--- config.mk ---
export PLATFORM = sky130hd
export DESIGN_NAME = leb_cell
export DESIGN_NICKNAME = d
export VERILOG_FILES = /design/src/sv/leb_pkg.sv /design/src/sv/leb_cell.sv
export SDC_FILE = /design/constraint.sdc
export NUM_CORES = 1
export LEC_CHECK = 0
export ABC_AREA = 0
export BUFFER_PORTS_ARGS = -buffer_cell sky130_fd_sc_hd__buf_2
export CORE_MARGIN = 2
export CORE_UTILIZATION = 35
export DETAILED_ROUTE_END_ITERATION = 10
export MAX_ROUTING_LAYER = met4
export PLACE_DENSITY = 0.88
export SYNTH_ARGS = -nofsm -noshare
export SYNTH_HDL_FRONTEND = slang
export SYNTH_SLANG_ARGS = --single-unit
--- constraint.sdc ---
create_clock -name aclk -period 1.7 [get_ports aclk]
set_input_delay 0.34 -clock aclk [delete_from_list [all_inputs] [get_ports aclk]]
set_output_delay 0.34 -clock aclk [all_outputs]
set_load 0.02 [all_outputs]
--- src/sv/leb_pkg.sv ---
package leb_pkg;

    localparam int MAX_CHARS_DEF = 256;
    localparam int CHAR_W        = 16;
    localparam int LEN_W         = 9;
    localparam logic [LEN_W-1:0] MAX_LEN_RESET = 9'd256;

    typedef enum logic [3:0] {
        CMD_INSERT    = 4'd0,
        CMD_BACKSPACE = 4'd1,
        CMD_LEFT      = 4'd2,
        CMD_RIGHT     = 4'd3,
        CMD_HOME      = 4'd4,
        CMD_END       = 4'd5,
        CMD_SETSEL    = 4'd6,
        CMD_CLEARSEL  = 4'd7,
        CMD_DELSEL    = 4'd8,
        CMD_SELALL    = 4'd9,
        CMD_COPY      = 4'd10,
        CMD_CUT       = 4'd11,
        CMD_PASTE     = 4'd12,
        CMD_SUBMIT    = 4'd13,
        CMD_CANCEL    = 4'd14,
        CMD_READ      = 4'd15
    } cmd_t;

    typedef enum logic [1:0] {
        MODE_ACTIVE    = 2'd0,
        MODE_SUBMITTED = 2'd1,
        MODE_CANCELLED = 2'd2
    } mode_t;

    typedef enum logic [1:0] {
        OP_HOLD = 2'd0,
        OP_SHL  = 2'd1,
        OP_INS  = 2'd2
    } cell_op_t;

    typedef enum logic [2:0] {
        ST_IDLE  = 3'd0,
        ST_DEL   = 3'd1,
        ST_INS   = 3'd2,
        ST_PCHK  = 3'd3,
        ST_PASTE = 3'd4,
        ST_COPY  = 3'd5,
        ST_READ  = 3'd6,
        ST_FIN   = 3'd7
    } state_t;

endpackage

--- src/sv/leb_cell.sv ---
module leb_cell #(
    parameter int W   = 16,
    parameter int XW  = 9,
    parameter int IDX = 0
) (
    input  logic               aclk,
    input  leb_pkg::cell_op_t  op,
    input  logic [XW-1:0]      base,
    input  logic [W-1:0]       din,
    input  logic [W-1:0]       left,
    input  logic [W-1:0]       right,
    output logic [W-1:0]       q
);

    localparam logic [XW-1:0] MY_IDX = XW'(IDX);

    logic [W-1:0] q_reg;
    logic [W-1:0] q_next;

    // Shift-left pulls from the right neighbor at and above base; insert opens
    // a gap at base by pulling from the left neighbor above it.
    always_comb begin
        q_next = q_reg;
        case (op)
            leb_pkg::OP_SHL: begin
                if (MY_IDX >= base) q_next = right;
            end
            leb_pkg::OP_INS: begin
                if (MY_IDX > base) q_next = left;
                else if (MY_IDX == base) q_next = din;
            end
            default: q_next = q_reg;
        endcase
    end

    always_ff @(posedge aclk) begin
        q_reg <= q_next;
    end

    assign q = q_reg;

endmodule

==> flow_summary.yaml <==
critical_path:
  worstPathCellList: "buf_2"
  cp_num_buf_inv: 1
  crit_arrival_ns: 0.84
  crit_start: "q[11]"
  cp_max_fo: 1
  cp.required_ns: 1.36
  max_stage_delay_ns: 0.39
  startpoint_type: "register"
  crit_path_end_kind: "primary output"
  crit_path_top_delay_cell: "edfxtp_1"
  critical_path.top_delay_family: "flip-flops"
  criticalPathCategory: "register to primary output"
sta:
  period_share_pct: 69.3
  rsz0062_at_grt: "false"
  finalSetupViolCount: 0
  period_minus_slack_ns: 1.18
  setup_tns_ns: 0
  max_slew.worst_pin.slew_ns: 0.282
  relSlewSlack_pct: 81.2
  drv_slew: 0
  hold_viol_final: 0
  fmax_mhz: 849
route:
  drt_pass1_iterations: 1
  drtIter0Drc: 0
  routedWlPerCell_um: 11.7
  drtAntennaViolNets: 0
  drc: 0
  vias: 582
  wl_um: 1520
  avgViaCountPerCell: 4.48
logic_synthesis:
  synth_top_area_cell: "edfxtp_1"
  netlist_area_um2: 776
  synth.avg_cell_area_um2: 19.4
  seq_area_frac_synth_pct: 61.9
  ys_ff_latch: 16
  synth_top_area_share_pct: 61.9
  synth_area_leaders: "edfxtp_1 62%, mux2_4 19%, mux2_2 8.7%"
  synth_cell_types: 11
  yosys_warnings: 0
  syn-instance-count: 40
  syn_nets: 100
layout:
  drive_gt1_share_pct: 78.4
  largest_reg_flops: 16
  syn_to_final_growth_pct: 44.5
  fin_nets: 163
  instances_no_fill: 130
  antennaDiodeCount: 0
clocking:
  ctsRootBufferMaster: "clkbuf_4"
  max-clock-path-buffers: 2
  clkSlewWorstSetupHoldPaths_ns: 0.09
  post-cts-setup-buffers: 0
  tritoncts: "done"
  hold_buffers: 0
  cts_resized: 0
  htreeDepth: 1
  cts.sinks: 16
  cts_made_buffers: 3
hold_path:
  min_from: "right[13]"
  min_path_type: "primary input to register"
floorplan:
  io_pins: 76
  core_area_um2: 2150
  rows: 17
  die_area_um2: 2610
  start_util_pct: 36.1
  fp.dieW_um: 51.1
  dieHeight_um: 51.1
grt:
  antenna_found_initial: 0
  grt_first_pass_wirelength_um: 2240
  grt_pass1_vias: 584
  grt_use_total_pct: 12.1
  grt_max_degree: 17
  globalRoute.totalOverflow: 0
place:
  gp_congestion: 0.651
  portBuffers: 59
  dp_cells: 126
outcome:
  outcome: "complete, no violations"
power:
  peakVddDrop_mv: 0.309
  leakagePower_nw: 0.533
  powerDensity_nw_per_um2: 662
job:
  cap_violations: 0
-- worst paths after layout --
path | endpoint | slack (ns) | depth (start not counted)
setup / recovery | q[11] | 0.52 | 1
hold / removal | q[13] | 0.36 | 2
-- area by class of cell --
class / instances / area, um^2
Fill cell: 190 / 1030
Clock inverter: 1 / 3.75
Timing Repair Buffer: 60 / 315
Clock buffer: 3 / 22.5
Tap cell: 28 / 35.0
Sequential cell: 16 / 480
Multi-Input combinational cell: 22 / 264
-- logic make-up (layout without fill, tap and decap cells) --
family / Yosys count / in the layout / synth area share [%]
XOR/XNOR: 1 / 1 / 1.13
buffers and inverters: 2 / 64 / 4.03
flip-flops: 16 / 16 / 61.9
multiplexers: 16 / 16 / 28.1
AND/OR/NAND/NOR: 5 / 5 / 4.84
-- cell usage after synthesis, drive strengths merged --
master	count
nor3	1
edfxtp	16
and4	1
xor2	1
nor2	1
buf	2
nand2b	1
nor4	1
mux2	16
-- layout by cell type, fill, tap and decap left out --
cell type,instances
xor2_1,1
nand2b_4,1
clkinv_1,1
mux2_2,6
and4_1,1
edfxtp_1,16
nor2_1,1
mux2_4,10
nor4_1,1
nor3_1,1
buf_2,59
buf_12,1
clkbuf_4,3
-- routing by layer --
metal	global-route usage, %	wire length, um	vias up
met1	10.5	476	267
met5	-	0	-
met2	23.4	904	33
met3	0.585	104	4
li1	-	-	278
met4	10.4	37	0
-- report_power, final --
group / internal, W / total [W] / switching (W)
combinational: 0.0000759 / 0.000109 / 0.0000334
sequential: 0.000437 / 0.000437 / 0.0000000986
clock: 0.0000850 / 0.000196 / 0.000111
-- metrics by stage --
stage               worst slack [ns]  hold slack [ns]  utilization [%]  instance area, um^2  power, W
CTS                            0.515            0.345             52.2                 1120  0.000757
detailed placement             0.278            0.643             51.0                 1090  0.000556
finish                         0.523            0.356             52.2                 1120  0.000742
floorplan                      0.219            0.557                -                  776  0.000509
global route                   0.474            0.346             52.2                 1120  0.000780
global placement               0.303            0.640             51.0                 1090  0.000551
Note: power is estimated with default switching activity, not from simulation.
